**src/design/jdq_pkg.sv**
```systemverilog
// Package for the joint distribution query core.
// Holds the shared widths, codes, state and divider-select types, and the command
// and status structs between controller and datapath. Depends on nothing.
package jdq_pkg;

    localparam int COUNT_W   = 32;
    localparam int IDX_W     = 6;
    localparam int SIZE_W    = 7;
    localparam int CFG_IDX_W = 2;
    localparam int SUM_W     = COUNT_W + SIZE_W;

    localparam logic [CFG_IDX_W-1:0] CFG_DOMAIN_SIZE = 2'd0;
    localparam logic [CFG_IDX_W-1:0] CFG_RANGE_SIZE  = 2'd1;
    localparam logic [CFG_IDX_W-1:0] CFG_TOTAL_COUNT = 2'd2;

    localparam logic KIND_LOAD  = 1'b0;
    localparam logic KIND_QUERY = 1'b1;

    typedef enum logic [2:0] {
        ST_IDLE,
        ST_ROW,
        ST_COL,
        ST_FLUSH,
        ST_DIV_START,
        ST_DIV_WAIT,
        ST_OUT
    } state_t;

    typedef enum logic [2:0] {
        DIV_JOINT,
        DIV_IN_MARG,
        DIV_OUT_MARG,
        DIV_IN_COND,
        DIV_OUT_COND
    } div_sel_t;

    typedef struct packed {
        logic load_we;
        logic query_start;
        logic sweep_clear;
        logic row_rd;
        logic col_rd;
        logic div_start;
        logic div_store;
        logic out_load;
    } cmd_t;

    typedef struct packed {
        logic query_err;
        logic row_last;
        logic col_last;
        logic div_done;
        logic div_last;
        logic out_free;
    } sts_t;

endpackage

```
**src/design/jdq_controller.sv**
```systemverilog
// Controller state machine: sequences loads, the row and column sweeps,
// the five divisions and the hand-off to the output register. Depends on jdq_pkg.
module jdq_controller (
    input  logic           aclk,
    input  logic           aresetn,
    input  logic           s_valid,
    output logic           s_ready,
    input  logic           s_kind,
    input  jdq_pkg::sts_t  sts,
    output jdq_pkg::cmd_t  cmd
);

    jdq_pkg::state_t state_reg;
    jdq_pkg::state_t state_next;

    always_ff @(posedge aclk) begin
        if (!aresetn) begin
            state_reg <= jdq_pkg::ST_IDLE;
        end else begin
            state_reg <= state_next;
        end
    end

    always_comb begin
        state_next = state_reg;
        case (state_reg)
            jdq_pkg::ST_IDLE: begin
                if (s_valid && s_kind == jdq_pkg::KIND_QUERY) begin
                    state_next = sts.query_err ? jdq_pkg::ST_OUT : jdq_pkg::ST_ROW;
                end
            end
            jdq_pkg::ST_ROW: begin
                if (sts.row_last) begin
                    state_next = jdq_pkg::ST_COL;
                end
            end
            jdq_pkg::ST_COL: begin
                if (sts.col_last) begin
                    state_next = jdq_pkg::ST_FLUSH;
                end
            end
            jdq_pkg::ST_FLUSH:     state_next = jdq_pkg::ST_DIV_START;
            jdq_pkg::ST_DIV_START: state_next = jdq_pkg::ST_DIV_WAIT;
            jdq_pkg::ST_DIV_WAIT: begin
                if (sts.div_done) begin
                    state_next = sts.div_last ? jdq_pkg::ST_OUT : jdq_pkg::ST_DIV_START;
                end
            end
            jdq_pkg::ST_OUT: begin
                if (sts.out_free) begin
                    state_next = jdq_pkg::ST_IDLE;
                end
            end
            default: state_next = jdq_pkg::ST_IDLE;
        endcase
    end

    always_comb begin
        cmd     = '0;
        s_ready = 1'b0;
        case (state_reg)
            jdq_pkg::ST_IDLE: begin
                s_ready         = 1'b1;
                cmd.load_we     = s_valid && s_kind == jdq_pkg::KIND_LOAD;
                cmd.query_start = s_valid && s_kind == jdq_pkg::KIND_QUERY;
            end
            jdq_pkg::ST_ROW: begin
                cmd.row_rd      = 1'b1;
                cmd.sweep_clear = sts.row_last;
            end
            jdq_pkg::ST_COL:       cmd.col_rd    = 1'b1;
            jdq_pkg::ST_FLUSH:     ;
            jdq_pkg::ST_DIV_START: cmd.div_start = 1'b1;
            jdq_pkg::ST_DIV_WAIT:  cmd.div_store = sts.div_done;
            jdq_pkg::ST_OUT:       cmd.out_load  = sts.out_free;
            default: ;
        endcase
    end

endmodule

```
**config.mk**
```make
export PLATFORM = sky130hd
export DESIGN_NAME = jdq_controller
export DESIGN_NICKNAME = d
export VERILOG_FILES = /design/src/design/jdq_pkg.sv /design/src/design/jdq_controller.sv
export SDC_FILE = /design/constraint.sdc
export NUM_CORES = 1
export LEC_CHECK = 0
export BUFFER_PORTS_ARGS = -buffer_cell sky130_fd_sc_hd__buf_2
export CAP_MARGIN = 10
export CELL_PAD_IN_SITES_DETAIL_PLACEMENT = 1
export CELL_PAD_IN_SITES_GLOBAL_PLACEMENT = 1
export CORE_AREA = 2 2 39 41
export CTS_CLUSTER_DIAMETER = 30
export CTS_CLUSTER_SIZE = 12
export DETAILED_ROUTE_END_ITERATION = 10
export DIE_AREA = 0 0 41 43
export PLACE_DENSITY_LB_ADDON = 0.2
export SLEW_MARGIN = 20
export SYNTH_ARGS = -nofsm -noshare
export SYNTH_HDL_FRONTEND = slang
export SYNTH_SLANG_ARGS = --single-unit
```
**constraint.sdc**
```tcl
create_clock -name aclk -period 1.55 [get_ports aclk]
set_input_delay 0.0775 -clock aclk [delete_from_list [all_inputs] [get_ports aclk]]
set_output_delay 0.0775 -clock aclk [all_outputs]
set_load 0.005 [all_outputs]
```
==> flow_summary.json, run 1 <==
{
  "syn_area_per_cell_um2": 7.024,
  "ys.flop_type": "dfxtp_1",
  "tightest_slew_ps": 477.6,
  "rsz0062_at_grt": "no",
  "cts_tree": "built",
  "initial_utilization": 0.2233,
  "io_pins": 19,
  "setup_violations": 0,
  "required_ps": 1470,
  "synth_nets": 54,
  "rows": 14,
  "timing.rr.end": "state_reg[1]",
  "synth_common_cells": "9 x nand2_1, 6 x nor2_1, 3 x and3_1, 3 x dfxtp_1",
  "gr-total-overflow": 0,
  "path_clk_slew_ps": 40,
  "setup_ws_ps": 157.1,
  "seq_area_frac_synth": 0.1943,
  "dp_hpwl_um": 650.1,
  "max_stage_delay_ps": 610,
  "cp-startpoint": "state_reg[0]",
  "cts_root_buf": "clkbuf_4",
  "path_cells": "nor3_1 -> and3_1 -> buf_2",
  "ant_nets": 0,
  "drt_iter0_drc": 2,
  "grt_pass1_wl_um": 1304,
  "largest_reg_flops": 3,
  "drc": 0,
  "clk_path_buf_depth": 2,
  "synth_cell_types": 23,
  "fin_setup_tns_ps": 0,
  "maxCapViolCount": 0,
  "layout_min_cycle_time_ps": 1393,
  "grt_pass1_vias": 308,
  "relSlewSlack": 0.6812,
  "synth_edf_count": 0,
  "vias": 360,
  "slew_viol_final": 0,
  "post-route-period-util": 0.8986,
  "worstSetupStartpointType": "flip-flop",
  "synth_area_um2": 309.0,
  "post-cts-setup-buffer-count": 0,
  "crit_arrival_ps": 1320,
  "cts-htree-levels": 1,
  "synth_async_sr_flop_share": 0,
  "ff2ff_path_depth": 4,
  "antenna_found_initial": 0,
  "r2r_start": "state_reg[0]",
  "dp_slack_ps": 204.1,
  "critPathKind": "reg2out",
  "avgRoutedWirePerCell_um": 10.56,
  "hold_ws_ps": 145.9,
  "dr.pass1.iters": 4,
  "core_mm2": 0.001384,
  "path_max_fanout": 16,
  "cp_slowest_cell": "dfxtp_1",
  "die_x_um": 41,
  "skew_ps": 7.568,
  "antenna_cells": 0,
  "p_leak_nw": 0.2180,
  "num-nets-final": 74,
  "post_cts_resized": 0,
  "clkLatencyLatePin_ps": 230,
  "yosysMostFrequentCell": "nand2_1",
  "power_density_mw_per_mm2": 1756,
  "hold_viol": 0,
  "fp.dieH_um": 43,
  "drt_wl_total_um": 834,
  "worstHoldPathType": "in2reg",
  "synth_seq_cells": 3,
  "io_buffers": 18,
  "gp_congestion": 0.7180,
  "yosys.area.top_type": "dfxtp_1",
  "ys.warnings.count": 0,
  "rrSetupSlack_ps": 200,
  "cts_sinks": 3,
  "dieArea_mm2": 0.001763,
  "ir_drop_v": 0.0004397,
  "postCtsHoldBufs": 0,
  "crit_path_end": "cmd[6]",
  "synthTopCellsByArea": "dfxtp_1 19%, nand2_1 11%, nor2_1 7.3%, mux2i_1 6.5%, and3_1 6.1%",
  "yosys.area.top_type_share": 0.1943,
  "via_per_inst": 4.557,
  "areaGrowthSynthToFinish_pct": 36.44,
  "fmax_mhz": 717.9,
  "drive_gt1_frac": 0.3968,
  "numCtsBuffers": 3,
  "end_kind": "output pin",
  "track_usage": 0.1051,
  "grt_max_degree": 17,
  "outcome": "finished, final reports clean",
  "syn-instance-count": 44
}
[layout by cell type, fill, tap and decap left out]
| cell | instances |
|---|---|
| a22oi_1 | 1 |
| a32oi_2 | 1 |
| and2_1 | 1 |
| and3_1 | 3 |
| buf_2 | 18 |
| clkbuf_1 | 1 |
| clkbuf_4 | 3 |
| dfxtp_1 | 3 |
| inv_1 | 2 |
| inv_2 | 1 |
| mux2i_1 | 2 |
| nand2_1 | 9 |
| nand2_2 | 1 |
| nand2b_1 | 1 |
| nand3b_1 | 1 |
| nand4b_1 | 1 |
| nor2_1 | 6 |
| nor3_1 | 2 |
| nor3b_1 | 2 |
| nor3b_2 | 1 |
| o2111ai_1 | 1 |
| o21ai_1 | 1 |
| o221ai_1 | 1 |
[power by group]
part           switching [mW]  total [mW]  internal (mW)
combinational           0.186       0.392          0.206
sequential              0.102       0.213          0.112
clock                  0.0387       0.135         0.0963
[critical path: cells and delay by family, from the launching register on]
family / cells / cell delay, ps
AND/OR/NAND/NOR: 2 / 360
flip-flops: 1 / 610
buffers and inverters: 1 / 120
[metrics by stage]
| stage | power [mW] | cells | util | area [µm²] |
|---|---|---|---|---|
| floorplan | 0.5118 | 44 | - | 309.0 |
| global placement | 0.6132 | 75 | 0.2857 | 395.4 |
| detailed placement | 0.6147 | 75 | 0.2857 | 395.4 |
| CTS | 0.7551 | 79 | 0.3047 | 421.7 |
| global route | 0.8199 | 79 | 0.3047 | 421.7 |
| finish | 0.7404 | 79 | 0.3047 | 421.7 |
[per-layer routing]
layer | vias to the layer above | wire length, µm | global-route usage | part of all wire
met3 | 0 | 54 | 0.01571 | 0.065
li1 | 190 | - | - | -
met4 | 0 | 0 | 0.04000 | 0
met2 | 11 | 380 | 0.1469 | 0.46
met1 | 159 | 399 | 0.1561 | 0.48
met5 | - | 0 | 0 | 0
[how the worst min path moves through the flow]
stage,slack [ps],depth (start not counted),end,from
2_1_floorplan,190,1,cmd[7],s_kind
3_3_place_gp,390,3,state_reg[0],aresetn
3_5_place_dp,390,2,state_reg[2],aresetn
4_1_cts,140,3,state_reg[0],aresetn
5_1_grt,160,3,state_reg[0],aresetn
6_report,150,3,state_reg[0],aresetn
[cell type report]
type | instances | area (µm²)
flip-flops and latches | 3 | 60.06
clock buffers | 4 | 26.28
multi-input cells | 35 | 214.0
well taps | 16 | 20.02
fillers | 192 | 962.2
repair buffers | 18 | 90.09
inverters | 3 | 11.26
[kinds of logic (layout without fill, tap and decap cells)]
logic type	after synthesis	after routing	synth area share
simple gates	28	28	0.4778
compound gates	5	5	0.1498
flops	3	3	0.1943
mux	2	2	0.06478
buf+inv	6	25	0.1133
No activity file was read; power rests on OpenSTA's default activity.
==> run 2: changes to the inputs <==
RECOVER_POWER = 100   (was unset)
==> flow_summary.json, run 2 (synthesis results as in run 1) <==
{
  "fin_setup_tns_ps": 0,
  "critPathKind": "reg2out",
  "required_ps": 1470,
  "worstSetupStartpointType": "flip-flop",
  "crit_arrival_ps": 1310,
  "cp.buffers_inverters": 1,
  "tightest_slew_ps": 457.9,
  "cp_slowest_cell": "dfxtp_1",
  "grt_pass1_wl_um": 1304,
  "drt_iter0_drc": 2,
  "cts-htree-levels": 1,
  "ir_drop_v": 0.0004404,
  "layout_min_cycle_time_ps": 1384,
  "postCtsHoldBufs": 0,
  "antenna_cells": 0,
  "post-route-period-util": 0.8930,
  "post_cts_resized": 0,
  "cts_sinks": 3,
  "path_max_fanout": 16,
  "rsz0062_at_grt": "no",
  "avgRoutedWirePerCell_um": 10.59,
  "cpLargestDelayFamily": "simple AND/OR/NAND/NOR gates",
  "power_density_mw_per_mm2": 1755,
  "dp_hpwl_um": 650.1,
  "cts_root_buf": "clkbuf_4",
  "clkLatencyLatePin_ps": 230,
  "setup_ws_ps": 165.8,
  "setup_violations": 0,
  "path_clk_slew_ps": 40,
  "vias": 355,
  "areaGrowthSynthToFinish_pct": 34.01,
  "num-nets-final": 74,
  "fp.dieH_um": 43,
  "dieArea_mm2": 0.001763,
  "drt_wl_total_um": 837,
  "initial_utilization": 0.2233,
  "end_kind": "output pin",
  "io_buffers": 18,
  "slew_viol_final": 0,
  "post-cts-setup-buffer-count": 0,
  "dr.pass1.iters": 3,
  "ant_nets": 0,
  "largest_reg_flops": 3,
  "dp_slack_ps": 204.1,
  "fmax_mhz": 722.4,
  "cts_tree": "built",
  "antenna_found_initial": 0,
  "gp_congestion": 0.7180,
  "skew_ps": 7.562,
  "relSlewSlack": 0.6943,
  "hold_viol": 0,
  "stdcell_count": 79,
  "via_per_inst": 4.494,
  "grt_pass1_vias": 308,
  "fillers": 192,
  "drc": 0,
  "max_stage_delay_ps": 440,
  "worstHoldPathType": "in2reg",
  "gr-total-overflow": 0,
  "clk_path_buf_depth": 2,
  "placedCellCount": 75,
  "die_x_um": 41,
  "drive_gt1_frac": 0.3492,
  "io_pins": 19,
  "p_leak_nw": 0.2048,
  "maxCapViolCount": 0,
  "numCtsBuffers": 3,
  "track_usage": 0.1051,
  "mostFrequentLayoutCells": "13 x buf_2, 9 x nand2_1, 6 x nor2_1",
  "path_cells": "nor3_1 -> nand2_1 -> nor2_1 -> clkbuf_1",
  "rows": 14,
  "final_common_cell": "buf_2",
  "outcome": "finished, final reports clean",
  "core_mm2": 0.001384,
  "grt_max_degree": 17
}
[run 2: changes by cell type in the layout (fill, tap and decap cells not counted), sizes merged]
cell	before	now
buf	18	13
clkbuf	4	9
[run 2: path summary, 6_finish.rpt]
check | start | end | slack (ps) | cells past startpoint
hold / removal | aresetn | state_reg[0] | 150 | 3
hold reg to reg | state_reg[1] | state_reg[1] | 620 | 2
setup / recovery | state_reg[0] | cmd[7] | 170 | 4
setup reg to reg | state_reg[0] | state_reg[1] | 210 | 4
[run 2: routing by layer]
metal  track usage  share of wire  vias up  wire [µm]
li1              -              -      190          -
met1        0.1561           0.49      154        407
met2        0.1469           0.44       11        370
met3       0.01571          0.072        0         60
met4       0.04000              0        0          0
met5             0              0        -          0
[run 2: cell type report]
| cell class | instances | area (µm²) | share of cell area |
|---|---|---|---|
| clock buffers | 4 | 26.28 | 0.06344 |
| multi-input cells | 35 | 209.0 | 0.5045 |
| flip-flops and latches | 3 | 60.06 | 0.1450 |
| well taps | 16 | 20.02 | 0.04834 |
| inverters | 3 | 11.26 | 0.02719 |
| repair buffers | 18 | 87.58 | 0.2115 |
[run 2: worst min-delay path: cells and delay by family]
| family | cells | cell delay [ps] |
|---|---|---|
| muxes | 1 | 60 |
| buffers and inverters | 1 | 120 |
| and+or+nand+nor | 1 | 60 |
[run 2: power breakdown]
part	internal (mW)	switching, mW	leakage, nW
sequential	0.112	0.0994	0.0247
clock	0.0963	0.0387	0.0150
combinational	0.193	0.188	0.165
[run 2: stage by stage]
step	cell area, µm²	total power, mW	utilization	hold slack [ps]
2_1_floorplan	309.0	0.5118	-	186.1
3_3_place_gp	395.4	0.6132	0.2857	385.4
3_5_place_dp	395.4	0.6147	0.2857	387.8
4_1_cts	421.7	0.7551	0.3047	143.8
5_1_grt	414.1	0.8040	0.2993	160.2
6_report	414.1	0.7269	0.2993	145.9
==> run 3: changes to the inputs <==
ABC_AREA = 1   (was unset)
CORE_AREA = unset   (was 2 2 39 41)
CORE_MARGIN = 1   (was unset)
CORE_UTILIZATION = 25   (was unset)
DIE_AREA = unset   (was 0 0 41 43)
SKIP_CTS_REPAIR_TIMING = 1   (was unset)
==> flow_summary.json, run 3 <==
{
  "post-route-period-util": 0.9214,
  "core_mm2": 0.001334,
  "grt_max_degree": 11,
  "ant_nets": 0,
  "dp_slack_ps": 243.1,
  "drt_iter0_drc": 3,
  "yosys.area.top_type_share": 0.1939,
  "gr-total-overflow": 0,
  "relSlewSlack": 0.7543,
  "setup_violations": 0,
  "cts_sinks": 3,
  "final_common_cell": "nand2_1",
  "fp.dieH_um": 40.36,
  "setup_ws_ps": 121.9,
  "critPathKind": "reg2out",
  "synth_area_um2": 367.9,
  "synth_edf_count": 0,
  "vias": 465,
  "largest_reg_flops": 3,
  "maxCapViolCount": 0,
  "required_ps": 1470,
  "stdcell_area_um2": 467.9,
  "ys.warnings.count": 0,
  "gp_congestion": 0.6856,
  "grt_pass1_wl_um": 1580,
  "yosys.area.top_type": "nand2_1",
  "skew_ps": 3.229,
  "dr.pass1.iters": 2,
  "power_density_mw_per_mm2": 1987,
  "io_buffers": 18,
  "path_max_fanout": 10,
  "cp_slowest_cell": "dfxtp_1",
  "drc": 0,
  "path_cells": "nor2_1 -> nand2_1 -> inv_1 -> nand2_1 -> nor2_1 -> clkbuf_1",
  "clk_path_buf_depth": 2,
  "dpl_cell_area_um2": 461.7,
  "antenna_cells": 0,
  "synthTopCellsByArea": "nand2_1 19%, dfxtp_1 16%, nor2_1 16%, inv_1 12%, nor2_2 8.5%",
  "outcome": "finished, final reports clean",
  "synth_cell_types": 15,
  "hold_viol": 0,
  "dr.max_layer_used": "met4",
  "layout_min_cycle_time_ps": 1428,
  "antenna_found_initial": 0,
  "grt_pass1_vias": 386,
  "avgRoutedWirePerCell_um": 9.738,
  "max_stage_delay_ps": 410,
  "cts_tree": "built",
  "syn-instance-count": 71,
  "ys.flop_type": "dfxtp_1",
  "tightest_slew_ps": 368.1,
  "worstHoldPathType": "in2reg",
  "p_leak_nw": 0.2946,
  "met3WireLength_um": 72,
  "clkLatencyLatePin_ps": 240,
  "die_x_um": 40.36,
  "num-nets-final": 103,
  "drive_gt1_frac": 0.2391,
  "cts-htree-levels": 1,
  "initial_utilization": 0.2758,
  "areaGrowthSynthToFinish_pct": 27.21,
  "mostFrequentLayoutCells": "19 x nand2_1, 18 x nor2_1, 12 x inv_1, 12 x buf_2, 7 x clkbuf_1",
  "fin_setup_tns_ps": 0,
  "path_clk_slew_ps": 30,
  "rsz0062_at_grt": "no",
  "synth_common_cells": "19 x nand2_1, 16 x nor2_1, 12 x inv_1",
  "numCtsBuffers": 3,
  "end_kind": "output pin",
  "power_mw": 0.9299,
  "seq_area_frac_synth": 0.1633,
  "synth_async_sr_flop_share": 0,
  "synth_nets": 81,
  "track_usage": 0.1492,
  "drt_wl_total_um": 1042,
  "io_pins": 19,
  "slew_viol_final": 0,
  "dp_hpwl_um": 843.7,
  "worstSetupStartpointType": "flip-flop",
  "hold_ws_ps": 82.71,
  "fmax_mhz": 700.2,
  "wl_met1_um": 529,
  "syn_area_per_cell_um2": 5.181,
  "via_per_inst": 4.346,
  "wl_met2_um": 429,
  "ir_drop_v": 0.0005835,
  "crit_arrival_ps": 1350,
  "rows": 13,
  "yosysMostFrequentCell": "nand2_1",
  "dieArea_mm2": 0.001629,
  "synth_seq_cells": 3,
  "cts_root_buf": "clkbuf_4"
}
run 3: changes by cell type after synthesis, sizes merged, moves of 2 or more:
cell,change
nor2,+15
inv,+11
nand2,+10
nand3,+6
and3,-3
nor3b,-3
mux2i,-2
run 3: final timing paths:
path	cells after the start	slack [ps]	start	endpoint
setup / recovery	6	120	state_reg[1]	cmd[7]
hold / removal	3	80	aresetn	state_reg[0]
setup reg to reg	8	190	state_reg[1]	state_reg[2]
hold reg to reg	2	600	state_reg[0]	state_reg[0]
run 3: worst max-delay path, delay by kind of cell (launching register included):
| kind | cells | cell delay [ps] |
|---|---|---|
| buffers and inverters | 2 | 210 |
| DFF | 1 | 410 |
| and+or+nand+nor | 4 | 500 |
run 3: report_power, final:
part           internal [mW]  total [mW]  switching [mW]
logic                  0.220       0.579           0.359
registers              0.116       0.209          0.0933
clock network         0.0967       0.142          0.0452
total                  0.432       0.930           0.498
run 3: final cells by class:
| type | instances | area (µm²) |
|---|---|---|
| multi-input combinational | 52 | 220.2 |
| fill | 219 | 865.8 |
| inverter | 14 | 55.05 |
| tap | 15 | 18.77 |
| timing repair buffer | 19 | 87.58 |
| clock buffer | 4 | 26.28 |
| sequential | 3 | 60.06 |
run 3: logic make-up (layout without fill, tap and decap cells):
family,Yosys count,after routing,share of synthesized area
AO/OA/AOI/OAI,2,2,0.02718
buffers and inverters,16,37,0.2109
flip-flops,3,3,0.1633
AND/OR/NAND/NOR,50,50,0.5987
run 3: per-stage QoR:
| stage | utilization | cells |
|---|---|---|
| 6_report | 0.3508 | 107 |
| 3_3_place_gp | 0.3462 | 103 |
| 2_1_floorplan | - | 71 |
| 3_5_place_dp | 0.3462 | 103 |
| 5_1_grt | 0.3508 | 107 |
| 4_1_cts | 0.3659 | 107 |
run 3: per-layer routing:
metal | vias to the layer above | global-route usage
met3 | 2 | 0.08333
met5 | - | 0
met4 | 0 | 0.05000
met2 | 15 | 0.2143
li1 | 251 | -
met1 | 197 | 0.1845
